File: src/sv/ncap_pkg.sv
`timescale 1ns / 1ps
// ----------------------------------------------------------------------------
// ncap_pkg
// Shared types and the control program of the nearest capacity allocator.
// ----------------------------------------------------------------------------
package ncap_pkg;

	localparam int COORD_W = 14;
	localparam int CAP_W   = 16;
	localparam int DIST_W  = 15;
	localparam int STEP_W  = 3;

	typedef logic [STEP_W-1:0] step_t;

	localparam step_t STEP_WAIT     = 3'd0;
	localparam step_t STEP_DISPATCH = 3'd1;
	localparam step_t STEP_SCAN     = 3'd2;
	localparam step_t STEP_DRAIN0   = 3'd3;
	localparam step_t STEP_DRAIN1   = 3'd4;
	localparam step_t STEP_COMMIT   = 3'd5;
	localparam step_t STEP_LOAD     = 3'd6;

	localparam logic FUNC_LOAD    = 1'b0;
	localparam logic FUNC_REQUEST = 1'b1;

	typedef enum logic [2:0] {
		COND_NEXT,
		COND_ALWAYS,
		COND_NO_TXN,
		COND_IS_LOAD,
		COND_MORE,
		COND_OUT_BUSY
	} cond_t;

	typedef struct packed {
		logic  in_ready;
		logic  clr_scan;
		logic  issue;
		logic  load_wr;
		logic  commit;
		cond_t cond;
		step_t target;
	} ucode_t;

	typedef struct packed {
		logic in_txn;
		logic is_load;
		logic more;
		logic out_busy;
	} seq_status_t;

	typedef struct packed {
		logic [COORD_W-1:0] x;
		logic [COORD_W-1:0] y;
		logic [CAP_W-1:0]   cap;
		logic [CAP_W-1:0]   cnt;
	} site_entry_t;

	function automatic ucode_t ucode_rom(input step_t step);
		ucode_t w;
		w = '{in_ready: 1'b0, clr_scan: 1'b0, issue: 1'b0, load_wr: 1'b0,
			commit: 1'b0, cond: COND_ALWAYS, target: STEP_WAIT};
		unique case (step)
			STEP_WAIT: begin
				w.in_ready = 1'b1;
				w.cond     = COND_NO_TXN;
				w.target   = STEP_WAIT;
			end
			STEP_DISPATCH: begin
				w.clr_scan = 1'b1;
				w.cond     = COND_IS_LOAD;
				w.target   = STEP_LOAD;
			end
			STEP_SCAN: begin
				w.issue  = 1'b1;
				w.cond   = COND_MORE;
				w.target = STEP_SCAN;
			end
			STEP_DRAIN0: begin
				w.cond = COND_NEXT;
			end
			STEP_DRAIN1: begin
				w.cond   = COND_OUT_BUSY;
				w.target = STEP_DRAIN1;
			end
			STEP_COMMIT: begin
				w.commit = 1'b1;
				w.cond   = COND_ALWAYS;
				w.target = STEP_WAIT;
			end
			STEP_LOAD: begin
				w.load_wr = 1'b1;
				w.cond    = COND_ALWAYS;
				w.target  = STEP_WAIT;
			end
			default: begin
				w.cond   = COND_ALWAYS;
				w.target = STEP_WAIT;
			end
		endcase
		return w;
	endfunction

endpackage

File: src/sv/ncap_sequencer.sv
`timescale 1ns / 1ps
// ----------------------------------------------------------------------------
// ncap_sequencer
// Step counter over the control program, with conditional jumps.
// ----------------------------------------------------------------------------
module ncap_sequencer
	import ncap_pkg::*;
(
	input  logic        clk,
	input  logic        arst_n,
	input  seq_status_t status,
	output ucode_t      ctl
);

	step_t step_q;
	step_t step_d;
	logic  jump;

	assign ctl = ucode_rom(step_q);

	always_comb begin
		unique case (ctl.cond)
			COND_NEXT:     jump = 1'b0;
			COND_ALWAYS:   jump = 1'b1;
			COND_NO_TXN:   jump = !status.in_txn;
			COND_IS_LOAD:  jump = status.is_load;
			COND_MORE:     jump = status.more;
			COND_OUT_BUSY: jump = status.out_busy;
			default:       jump = 1'b1;
		endcase
	end

	always_comb begin
		step_d = jump ? ctl.target : step_t'(step_q + step_t'(1));
	end

	always_ff @(posedge clk or negedge arst_n) begin
		if (!arst_n) begin
			step_q <= STEP_WAIT;
		end else begin
			step_q <= step_d;
		end
	end

endmodule

File: src/sv/ncap_site_mem.sv
`timescale 1ns / 1ps
// ----------------------------------------------------------------------------
// ncap_site_mem
// Site table with one write port, one registered read port and valid bits.
// ----------------------------------------------------------------------------
module ncap_site_mem
	import ncap_pkg::*;
#(
	parameter int DEPTH = 16,
	parameter int AW    = 4
) (
	input  logic          clk,
	input  logic          arst_n,
	input  logic          wr_en,
	input  logic [AW-1:0] wr_addr,
	input  site_entry_t   wr_data,
	input  logic          rd_en,
	input  logic [AW-1:0] rd_addr,
	output site_entry_t   rd_data
);

	site_entry_t      mem [DEPTH];
	logic [DEPTH-1:0] valid_q;
	site_entry_t      rd_raw_q;
	logic             rd_valid_q;

	always_ff @(posedge clk) begin
		if (wr_en) begin
			mem[wr_addr] <= wr_data;
		end
		if (rd_en) begin
			rd_raw_q <= mem[rd_addr];
		end
	end

	always_ff @(posedge clk or negedge arst_n) begin
		if (!arst_n) begin
			valid_q    <= '0;
			rd_valid_q <= 1'b0;
		end else begin
			if (wr_en) begin
				valid_q[wr_addr] <= 1'b1;
			end
			if (rd_en) begin
				rd_valid_q <= valid_q[rd_addr];
			end
		end
	end

	// An entry never written reads with zero capacity and zero count.
	always_comb begin
		rd_data   = rd_raw_q;
		if (!rd_valid_q) begin
			rd_data.cap = '0;
			rd_data.cnt = '0;
		end
	end

endmodule

File: src/sv/nearest_capacity_allocator.sv
`timescale 1ns / 1ps
// ----------------------------------------------------------------------------
// nearest_capacity_allocator
// Capacity-limited nearest-site allocator driven by a small control program.
// ----------------------------------------------------------------------------
// Input transactions arrive on s_axis. With tuser low a transaction loads one
// site (index, x, y, capacity) and clears its assignment count; it produces
// no output. With tuser high it is a request: the sites below sites_in_use
// are read from the site table one per cycle, and the one with free capacity
// and least Manhattan distance wins, ties going to smaller x, then smaller
// y, then lower index. The number of sites searched is sites_in_use capped
// at MAX_SITES. One output transaction per request appears on m_axis; tuser
// is the found flag. The result sits in an output register, so the next
// input is taken while it waits; a stalled receiver holds a later request
// just before its commit step. sites_in_use is written through cfg_wr_en;
// the user must write it only while idle, as the block does not enforce
// this. Reset clears all capacities, counts, sites_in_use and the output
// valid flag.
// ----------------------------------------------------------------------------
module nearest_capacity_allocator
	import ncap_pkg::*;
#(
	parameter int MAX_SITES = 16
) (
	input  logic        clk,
	input  logic        arst_n,
	input  logic        cfg_wr_en,
	input  logic [4:0]  cfg_wr_data,    // sites_in_use
	input  logic        s_axis_tvalid,
	output logic        s_axis_tready,
	input  logic [47:0] s_axis_tdata,   // site_index, point_x, point_y, site_capacity
	input  logic        s_axis_tuser,   // func
	output logic        m_axis_tvalid,
	input  logic        m_axis_tready,
	output logic [39:0] m_axis_tdata,   // chosen_site, distance, site_count, zero pad
	output logic        m_axis_tuser    // found
);

	localparam int IW  = (MAX_SITES > 1) ? $clog2(MAX_SITES) : 1;
	localparam int CW  = $clog2(MAX_SITES + 1);
	localparam int LW  = (CW > 5) ? CW : 5;

	ucode_t      ctl;
	seq_status_t status;

	logic [4:0]         sites_q;
	logic [LW-1:0]      limit;
	logic [LW-1:0]      scan_q;
	logic [LW:0]        scan_next;

	logic               func_q;
	logic [3:0]         ld_idx_q;
	logic [COORD_W-1:0] px_q;
	logic [COORD_W-1:0] py_q;
	logic [CAP_W-1:0]   cap_q;
	logic [LW-1:0]      ld_idx_w;
	logic               ld_ok;

	logic               rd_en;
	site_entry_t        rd_data;
	logic               pend_s1;
	logic [IW-1:0]      idx_s1;

	logic               cand_s2;
	logic [DIST_W-1:0]  d_s2;
	site_entry_t        ent_s2;
	logic [IW-1:0]      idx_s2;
	logic [COORD_W-1:0] dx;
	logic [COORD_W-1:0] dy;
	logic               take;

	logic               have_q;
	logic [DIST_W-1:0]  best_d_q;
	site_entry_t        best_q;
	logic [IW-1:0]      best_idx_q;
	logic [LW-1:0]      best_idx_w;

	logic               wr_en;
	logic [IW-1:0]      wr_addr;
	site_entry_t        wr_data;

	logic               out_valid_q;
	logic               out_found_q;
	logic [3:0]         out_site_q;
	logic [DIST_W-1:0]  out_dist_q;
	logic [CAP_W-1:0]   out_cnt_q;

	// Control.
	ncap_sequencer u_seq (
		.clk    (clk),
		.arst_n (arst_n),
		.status (status),
		.ctl    (ctl)
	);

	assign s_axis_tready = ctl.in_ready;
	assign scan_next     = {1'b0, scan_q} + (LW + 1)'(1);

	always_comb begin
		if (LW'(sites_q) > LW'(MAX_SITES)) begin
			limit = LW'(MAX_SITES);
		end else begin
			limit = LW'(sites_q);
		end
	end

	always_comb begin
		status.in_txn   = s_axis_tvalid & ctl.in_ready;
		status.is_load  = (func_q == FUNC_LOAD);
		status.more     = scan_next < {1'b0, limit};
		status.out_busy = out_valid_q & !m_axis_tready;
	end

	always_ff @(posedge clk or negedge arst_n) begin
		if (!arst_n) begin
			sites_q <= '0;
		end else if (cfg_wr_en) begin
			sites_q <= cfg_wr_data;
		end
	end

	always_ff @(posedge clk) begin
		if (status.in_txn) begin
			func_q   <= s_axis_tuser;
			ld_idx_q <= s_axis_tdata[3:0];
			px_q     <= s_axis_tdata[17:4];
			py_q     <= s_axis_tdata[31:18];
			cap_q    <= s_axis_tdata[47:32];
		end
	end

	// Scan counter and site table.
	always_ff @(posedge clk or negedge arst_n) begin
		if (!arst_n) begin
			scan_q <= '0;
		end else if (ctl.clr_scan) begin
			scan_q <= '0;
		end else if (ctl.issue) begin
			scan_q <= scan_next[LW-1:0];
		end
	end

	assign rd_en    = ctl.issue & (scan_q < limit);
	assign ld_idx_w = LW'(ld_idx_q);
	assign ld_ok    = ld_idx_w < LW'(MAX_SITES);

	always_comb begin
		wr_en   = 1'b0;
		wr_addr = ld_idx_w[IW-1:0];
		wr_data = '{x: px_q, y: py_q, cap: cap_q, cnt: '0};
		if (ctl.load_wr) begin
			wr_en = ld_ok;
		end else if (ctl.commit) begin
			wr_en       = have_q;
			wr_addr     = best_idx_q;
			wr_data     = best_q;
			wr_data.cap = best_q.cap - CAP_W'(1);
			wr_data.cnt = best_q.cnt + CAP_W'(1);
		end
	end

	ncap_site_mem #(
		.DEPTH (MAX_SITES),
		.AW    (IW)
	) u_mem (
		.clk     (clk),
		.arst_n  (arst_n),
		.wr_en   (wr_en),
		.wr_addr (wr_addr),
		.wr_data (wr_data),
		.rd_en   (rd_en),
		.rd_addr (scan_q[IW-1:0]),
		.rd_data (rd_data)
	);

	// Distance stage.
	always_comb begin
		dx = (px_q > rd_data.x) ? (px_q - rd_data.x) : (rd_data.x - px_q);
		dy = (py_q > rd_data.y) ? (py_q - rd_data.y) : (rd_data.y - py_q);
	end

	always_ff @(posedge clk or negedge arst_n) begin
		if (!arst_n) begin
			pend_s1 <= 1'b0;
			cand_s2 <= 1'b0;
		end else begin
			pend_s1 <= rd_en;
			cand_s2 <= pend_s1 & (rd_data.cap != '0);
		end
	end

	always_ff @(posedge clk) begin
		if (rd_en) begin
			idx_s1 <= scan_q[IW-1:0];
		end
		d_s2   <= {1'b0, dx} + {1'b0, dy};
		ent_s2 <= rd_data;
		idx_s2 <= idx_s1;
	end

	// Best-candidate stage.
	always_comb begin
		take = cand_s2 & (!have_q || (d_s2 < best_d_q) ||
			((d_s2 == best_d_q) && ((ent_s2.x < best_q.x) ||
			((ent_s2.x == best_q.x) && (ent_s2.y < best_q.y)))));
	end

	always_ff @(posedge clk or negedge arst_n) begin
		if (!arst_n) begin
			have_q <= 1'b0;
		end else if (ctl.clr_scan) begin
			have_q <= 1'b0;
		end else if (take) begin
			have_q <= 1'b1;
		end
	end

	always_ff @(posedge clk) begin
		if (take) begin
			best_d_q   <= d_s2;
			best_q     <= ent_s2;
			best_idx_q <= idx_s2;
		end
	end

	assign best_idx_w = LW'(best_idx_q);

	// Output register.
	always_ff @(posedge clk or negedge arst_n) begin
		if (!arst_n) begin
			out_valid_q <= 1'b0;
		end else if (ctl.commit) begin
			out_valid_q <= 1'b1;
		end else if (m_axis_tready) begin
			out_valid_q <= 1'b0;
		end
	end

	always_ff @(posedge clk) begin
		if (ctl.commit) begin
			out_found_q <= have_q;
			out_site_q  <= have_q ? best_idx_w[3:0] : 4'd0;
			out_dist_q  <= have_q ? best_d_q : '0;
			out_cnt_q   <= have_q ? (best_q.cnt + CAP_W'(1)) : '0;
		end
	end

	assign m_axis_tvalid = out_valid_q;
	assign m_axis_tuser  = out_found_q;
	assign m_axis_tdata  = {5'd0, out_cnt_q, out_dist_q, out_site_q};

endmodule

File: config.mk
export PLATFORM = sky130hd
export DESIGN_NAME = nearest_capacity_allocator
export DESIGN_NICKNAME = d
export VERILOG_FILES = /design/src/sv/ncap_pkg.sv /design/src/sv/ncap_sequencer.sv /design/src/sv/ncap_site_mem.sv /design/src/sv/nearest_capacity_allocator.sv
export SDC_FILE = /design/constraint.sdc
export NUM_CORES = 1
export LEC_CHECK = 0
export BUFFER_PORTS_ARGS = -buffer_cell sky130_fd_sc_hd__buf_2
export CORE_UTILIZATION = 30
export CTS_CLUSTER_DIAMETER = 60
export CTS_CLUSTER_SIZE = 25
export DETAILED_ROUTE_END_ITERATION = 8
export GPL_ROUTABILITY_DRIVEN = 0
export GPL_TIMING_DRIVEN = 0
export PLACE_DENSITY = 0.45
export SLEW_MARGIN = 20
export SYNTH_ARGS = -nofsm -noshare
export SYNTH_HDL_FRONTEND = slang
export SYNTH_SLANG_ARGS = --single-unit
File: constraint.sdc
create_clock -name clk -period 12.3 [get_ports clk]
set_clock_uncertainty 0.1 [all_clocks]
set_input_delay 0 -clock clk [delete_from_list [all_inputs] [get_ports clk]]
set_output_delay 0 -clock clk [all_outputs]
set_load 0.05 [all_outputs]
==> flow_metrics.env, run 1 <==
export IMPL_outcome="completed"
export IMPL_rsz0062_at_grt="no"
export IMPL_fin_cells=5984
export IMPL_ys_ff_latch=1301
export IMPL_synthFlopType="edfxtp_1"
export IMPL_die_w_um=421
export IMPL_maxCapViolations=0
export IMPL_place_inst=5647
export IMPL_crit_type="register to register"
export IMPL_ys_types=81
export IMPL_viasPerCell=4.86
export IMPL_ioPinCount=102
export IMPL_antenna_found_initial=6
export IMPL_p_leak_uw=0.0221
export IMPL_combPwrFrac=0.351
export IMPL_cts_sink_count=1301
export IMPL_r2r_slack_ns=6.89
export IMPL_path_clk_slew_ns=0.09
export IMPL_grt_max_degree=35
export IMPL_die_y_um=421
export IMPL_core_sq_mm=0.174
export IMPL_drv_slew=0
export IMPL_fmax_mhz=185
export IMPL_drt_pass1_iter_count=5
export IMPL_initial_utilization=0.303
export IMPL_fin_crit_ns=5.41
export IMPL_r2r_cells=14
export IMPL_cts_tree="done"
export IMPL_nets=3750
export IMPL_slowest_stage="clkbuf_1"
export IMPL_wirelength_mm=149
export IMPL_syn_inst=3118
export IMPL_rows=153
export IMPL_crit_path_max_fanout=10
export IMPL_cts_root_buf="clkbuf_16"
export IMPL_fin_crit_sh=0.440
export IMPL_drc_errors=0
export IMPL_power_internal_uw=9520
export IMPL_drt_initial_drc_count=2198
export IMPL_crit_path_end_kind="register"
export IMPL_r2r_start="scan_q[1]"
export IMPL_cp_required_ns=12.80
export IMPL_cts_buffers=116
export IMPL_place_hpwl_mm=102
export IMPL_slew_headroom=0.216
export IMPL_dieArea_sq_mm=0.177
export IMPL_cts_htree_levels=3
export IMPL_cp_slowest_stage_delay_ns=0.94
export IMPL_power_frac_clock=0.257
export IMPL_setup_viol=0
export IMPL_synth_edf_count=1188
export IMPL_syn2layout_area_growth_pct=20.2
export IMPL_ant_nets=0
export IMPL_cts_path_max_buffers=3
export IMPL_tns_ns=0
export IMPL_postCtsSetupBuffers=0
export IMPL_setup_slack_ns=6.89
export IMPL_layout_common_cells="1188 x edfxtp_1, 265 x mux2i_1, 156 x nand2_1"
export IMPL_portBuffers=96
export IMPL_post_cts_resized=0
export IMPL_async_reset_ff_frac=0.0261
export IMPL_dr_total_vias=29100
export IMPL_grt_first_pass_wirelength_mm=212
export IMPL_ir_worst_vdd_v=0.000120
export IMPL_drive_gt1_frac=0.175
export IMPL_worst_endpoint_arrival_ns=5.91
export IMPL_crit_chain="buf_2, and2_1, clkbuf_1, clkbuf_1, clkbuf_1, nand2_1, xnor2_1, ha_1, nor2_1, o21ai_0, o211ai_1, a2111oi_4, mux2i_1, mux2i_1"
export IMPL_syn_area_sq_mm=0.0527
export IMPL_layout_commonest_cell="edfxtp_1"
export IMPL_clock_latency_ns=0.74
export IMPL_ys_warn_count=0
export IMPL_dp_slack_ns=6.88
export IMPL_syn_area_per_cell_sq_um=16.9
export IMPL_r2r_end="u_seq.step_q[2]"
export IMPL_seqPwrFrac=0.392
export IMPL_finalHoldViolCount=0
export IMPL_grt_use_total=0.165
export IMPL_grt_pass1_vias=29300
export IMPL_n_antenna_cell=0
export IMPL_tightestPinTransition_ns=1.18
export IMPL_cpMostUsedCell="clkbuf_1"
export IMPL_min_path_type="input port to async pin"
export IMPL_cp_start_kind="register"
export IMPL_final_core_util=0.364
export IMPL_sw_frac_of_total=0.361
export IMPL_pwr_density_cell_mw_per_mm2=235
export IMPL_grt_overflow_total=0
export IMPL_seq_area_frac_synth=0.723
export IMPL_p_sw_uw=5380
export IMPL_drt_wirelength_per_cell_um=24.9
[layout make-up]
cell class	count	area, sq um
Clock inverter	89	1050
Sequential cell	1301	38100
Timing Repair Buffer	321	3510
Multi-Input combinational cell	1546	13700
Clock buffer	127	2970
Fill cell	16300	111000
Buffer	150	659
Inverter	125	469
Tap cell	2325	2910
[synthesized netlist by cell type, types with 61 or more instances]
cell type | n | area share
mux4_2 | 123 | 0.053
o21ai_0 | 137 | 0.013
edfxtp_1 | 1188 | 0.68
a221oi_1 | 124 | 0.021
a22oi_1 | 61 | 0.0087
dfxtp_1 | 79 | 0.030
nand2_1 | 156 | 0.011
mux2i_1 | 265 | 0.050
clkbuf_1 | 88 | 0.0063
ha_1 | 125 | 0.030
inv_1 | 124 | 0.0088
nor2_1 | 79 | 0.0056
[power groups by stage]
stage | sequential (uW) | combinational (uW) | clock, uW
floorplan | 5920 | 3330 | 0
global placement | 6010 | 5100 | 0
detailed placement | 5950 | 5260 | 0
CTS | 5850 | 5310 | 3940
global route | 5890 | 5710 | 4100
finish | 5850 | 5230 | 3830
[logic make-up after synthesis]
group	after synthesis	share of synthesized area
compound gates	499	0.0662
xor+xnor	61	0.0101
fa+ha+maj	130	0.0316
buf+inv	275	0.0212
flops	1301	0.723
mux	399	0.105
other cells	1	0.0000711
simple gates	452	0.0428
[metal layers]
metal / share of wire / track usage / vias to the layer above
met5: 0 / 0 / -
met4: 0.021 / 0.0422 / 0
met3: 0.045 / 0.0206 / 154
met2: 0.50 / 0.285 / 696
met1: 0.44 / 0.218 / 15100
li1: - / - / 13200
[sequential cells by signal (all words and copies together), names as in the netlist, 5 cells and up]
name	count
u_mem.mem	960
best_q	60
ent_s2	60
u_mem.rd_raw_q	32
u_mem.rd_data	28
cap_q	16
out_cnt_q	16
u_mem.valid_q	16
best_d_q	15
d_s2	15
out_dist_q	15
px_q	14
py_q	14
scan_q	5
sites_q	5
[through the flow]
stage / cell area (sq um) / total power (uW) / hold WS [ns]
floorplan: 52700 / 9260 / -0.396
global route: 63400 / 15700 / 0.237
CTS: 63400 / 15100 / 0.180
global placement: 56100 / 11100 / 0.0762
detailed placement: 58100 / 11200 / 0.0785
finish: 63400 / 14900 / 0.219
[critical path: cells and delay by family, from the launching register on]
kind	cells	cell delay, ns
flip-flops	1	0.41
AO/OA/AOI/OAI	3	0.83
adder cells (fa/ha/maj)	1	0.21
XOR/XNOR	1	0.21
AND/OR/NAND/NOR	3	0.39
multiplexers	2	0.33
buffers and inverters	4	2.77
[worst max-delay path by stage]
stage                    startpoint                 to  slack [ns]  depth (start not counted)
finish                    scan_q[1]    u_seq.step_q[2]        6.89                         14
global route              scan_q[1]    u_seq.step_q[2]        6.60                         14
CTS                       scan_q[1]    u_seq.step_q[2]        6.83                         14
detailed placement        scan_q[1]    u_seq.step_q[2]        6.88                         14
global placement    u_seq.step_q[1]  u_mem.mem[10][27]        2.47                          7
floorplan           u_seq.step_q[1]    u_mem.mem[2][0]        7.35                          7
[timing repair]
| item | in CTS | in global routing |
|---|---|---|
| hold buffers | 121 | 0 |
| endpoints found under the setup margin | 0 | 0 |
| hold endpoints to repair | 140 | 0 |
No activity file was read; power rests on OpenSTA's default activity.
==> inputs of run 2 (changes only) <==
==> constraint.sdc (replaced) <==
create_clock -name clk -period 5 [get_ports clk]
set_clock_uncertainty 0.1 [all_clocks]
set_input_delay 0 -clock clk [delete_from_list [all_inputs] [get_ports clk]]
set_output_delay 0 -clock clk [all_outputs]
set_load 0.05 [all_outputs]
==> run 2 against run 1 <==
- worst setup slack worse by 6.6 ns
- design area about the same
- cell count about the same
- clock power up 150%
- largest power group unchanged
==> flow_metrics.env, run 2 (synthesis results as in run 1) <==
export IMPL_crit_path_end_kind="register"
export IMPL_r2r_start="py_q[0]"
export IMPL_min_path_type="input port to async pin"
export IMPL_grt_max_degree=35
export IMPL_grt_overflow_total=0
export IMPL_fmax_mhz=211
export IMPL_grt_use_total=0.165
export IMPL_cts_buffers=116
export IMPL_worst_endpoint_arrival_ns=5.26
export IMPL_cts_tree="done"
export IMPL_slew_headroom=0.219
export IMPL_outcome="completed"
export IMPL_grt_pass1_vias=29300
export IMPL_ioPinCount=102
export IMPL_place_hpwl_mm=102
export IMPL_regArea_sq_mm=0.0381
export IMPL_finalHoldViolCount=0
export IMPL_rsz0062_at_grt="no"
export IMPL_nets=3749
export IMPL_initial_utilization=0.303
export IMPL_r2r_slack_ns=0.27
export IMPL_path_clk_slew_ns=0.09
export IMPL_crit_type="register to register"
export IMPL_place_area_sq_mm=0.0581
export IMPL_cp_required_ns=5.53
export IMPL_p_leak_uw=0.0221
export IMPL_reg_top3="u_mem.mem: 960 flops, best_q: 60 flops, ent_s2: 60 flops"
export IMPL_antenna_found_initial=6
export IMPL_postLayoutCellArea_sq_mm=0.0634
export IMPL_clock_latency_ns=0.74
export IMPL_rows=153
export IMPL_n_antenna_cell=0
export IMPL_crit_path_max_fanout=10
export IMPL_drt_wirelength_per_cell_um=24.9
export IMPL_grt_first_pass_wirelength_mm=212
export IMPL_tightestPinTransition_ns=1.17
export IMPL_cp_start_kind="register"
export IMPL_regMostFlops="u_mem.mem"
export IMPL_fin_crit_ns=4.73
export IMPL_final_core_util=0.364
export IMPL_multi_input_area_sq_mm=0.0137
export IMPL_largest_reg_flops=960
export IMPL_die_y_um=421
export IMPL_dr_total_vias=29100
export IMPL_syn2layout_area_growth_pct=20.2
export IMPL_wirelength_mm=149
export IMPL_cts_htree_levels=3
export IMPL_drive_gt1_frac=0.177
export IMPL_cts_path_max_buffers=3
export IMPL_die_w_um=421
export IMPL_fin_crit_sh=0.947
export IMPL_nFillCells=16300
export IMPL_fin_cells=5983
export IMPL_r2r_cells=17
export IMPL_drt_pass1_iter_count=5
export IMPL_dp_slack_ns=-0.425
export IMPL_drc_errors=0
export IMPL_dieArea_sq_mm=0.177
export IMPL_postCtsSetupBuffers=0
export IMPL_ant_nets=0
export IMPL_cts_root_buf="clkbuf_16"
export IMPL_layout_common_cells="1188 x edfxtp_1, 265 x mux2i_1, 156 x nand2_1"
export IMPL_r2r_end="d_s2[14]"
export IMPL_drv_slew=0
export IMPL_place_inst=5647
export IMPL_core_sq_mm=0.174
export IMPL_portBuffers=96
export IMPL_pwr_density_cell_mw_per_mm2=580
export IMPL_setup_slack_ns=0.266
export IMPL_viasPerCell=4.87
export IMPL_setup_viol=0
export IMPL_maxCapViolations=0
export IMPL_cts_sink_count=1301
export IMPL_drt_initial_drc_count=2227
export IMPL_ir_worst_vdd_v=0.000293
export IMPL_layout_commonest_cell="edfxtp_1"
run 2: metrics by stage:
stage / hold WS (ns) / power, uW / TNS (ns)
after floorplan: -0.396 / 22800 / 0
after global placement: 0.0762 / 27300 / -4438.64
after detailed placement: 0.0785 / 27600 / -0.935
after CTS: 0.180 / 37200 / 0
after global routing: 0.237 / 38700 / 0
final: 0.224 / 36700 / 0
run 2: per-layer routing:
metal / GRT usage / share of wire
met3: 0.0206 / 0.042
met2: 0.285 / 0.50
met5: 0 / 0
met4: 0.0422 / 0.020
met1: 0.218 / 0.44
run 2: critical path: stages, from the launching register on:
cell	delay [ns]
edfxtp_1	0.43
inv_1	0.12
ha_1	0.19
inv_1	0.06
fa_1	0.42
a211o_1	0.29
a21oi_2	0.21
a211oi_1	0.11
nor2_2	0.26
buf_6	0.22
mux2_2	0.41
fa_1	0.45
a21o_1	0.19
a21oi_1	0.22
nor2b_1	0.11
o311ai_2	0.34
a31oi_1	0.21
a31o_2	0.28
run 2: where the power goes:
| group | internal (uW) | total [uW] | switching, uW |
|---|---|---|---|
| combinational | 4760 | 12900 | 8170 |
| sequential | 13800 | 14400 | 560 |
| clock | 4870 | 9430 | 4560 |
| total | 23400 | 36700 | 13300 |
run 2: how the worst max path moves through the flow:
stage / cells after the start / to / slack [ns] / startpoint
after floorplan: 7 / u_mem.mem[2][0] / 0.05 / u_seq.step_q[1]
after global placement: 7 / u_mem.mem[10][27] / -4.83 / u_seq.step_q[1]
final: 17 / d_s2[14] / 0.27 / py_q[0]
after CTS: 17 / d_s2[14] / 0.07 / py_q[0]
after detailed placement: 14 / u_seq.step_q[2] / -0.42 / scan_q[1]
after global routing: 17 / d_s2[14] / 0.005 / py_q[0]
run 2: cell type report:
| type | count | area share |
|---|---|---|
| flip-flops and latches | 1301 | 0.601 |
| multi-input cells | 1546 | 0.216 |
| repair buffers | 321 | 0.0554 |
| clock buffers | 127 | 0.0469 |
| well taps | 2325 | 0.0459 |
| clock inverters | 89 | 0.0166 |
| plain buffers | 149 | 0.0104 |
| inverters | 125 | 0.00740 |
run 2: timing repair:
| action | in CTS | in global routing |
|---|---|---|
| resized for setup | 3 | 3 |
| endpoints found under the hold margin | 140 | 0 |
| hold buffers | 121 | 0 |
| endpoints found under the setup margin | 6 | 3 |
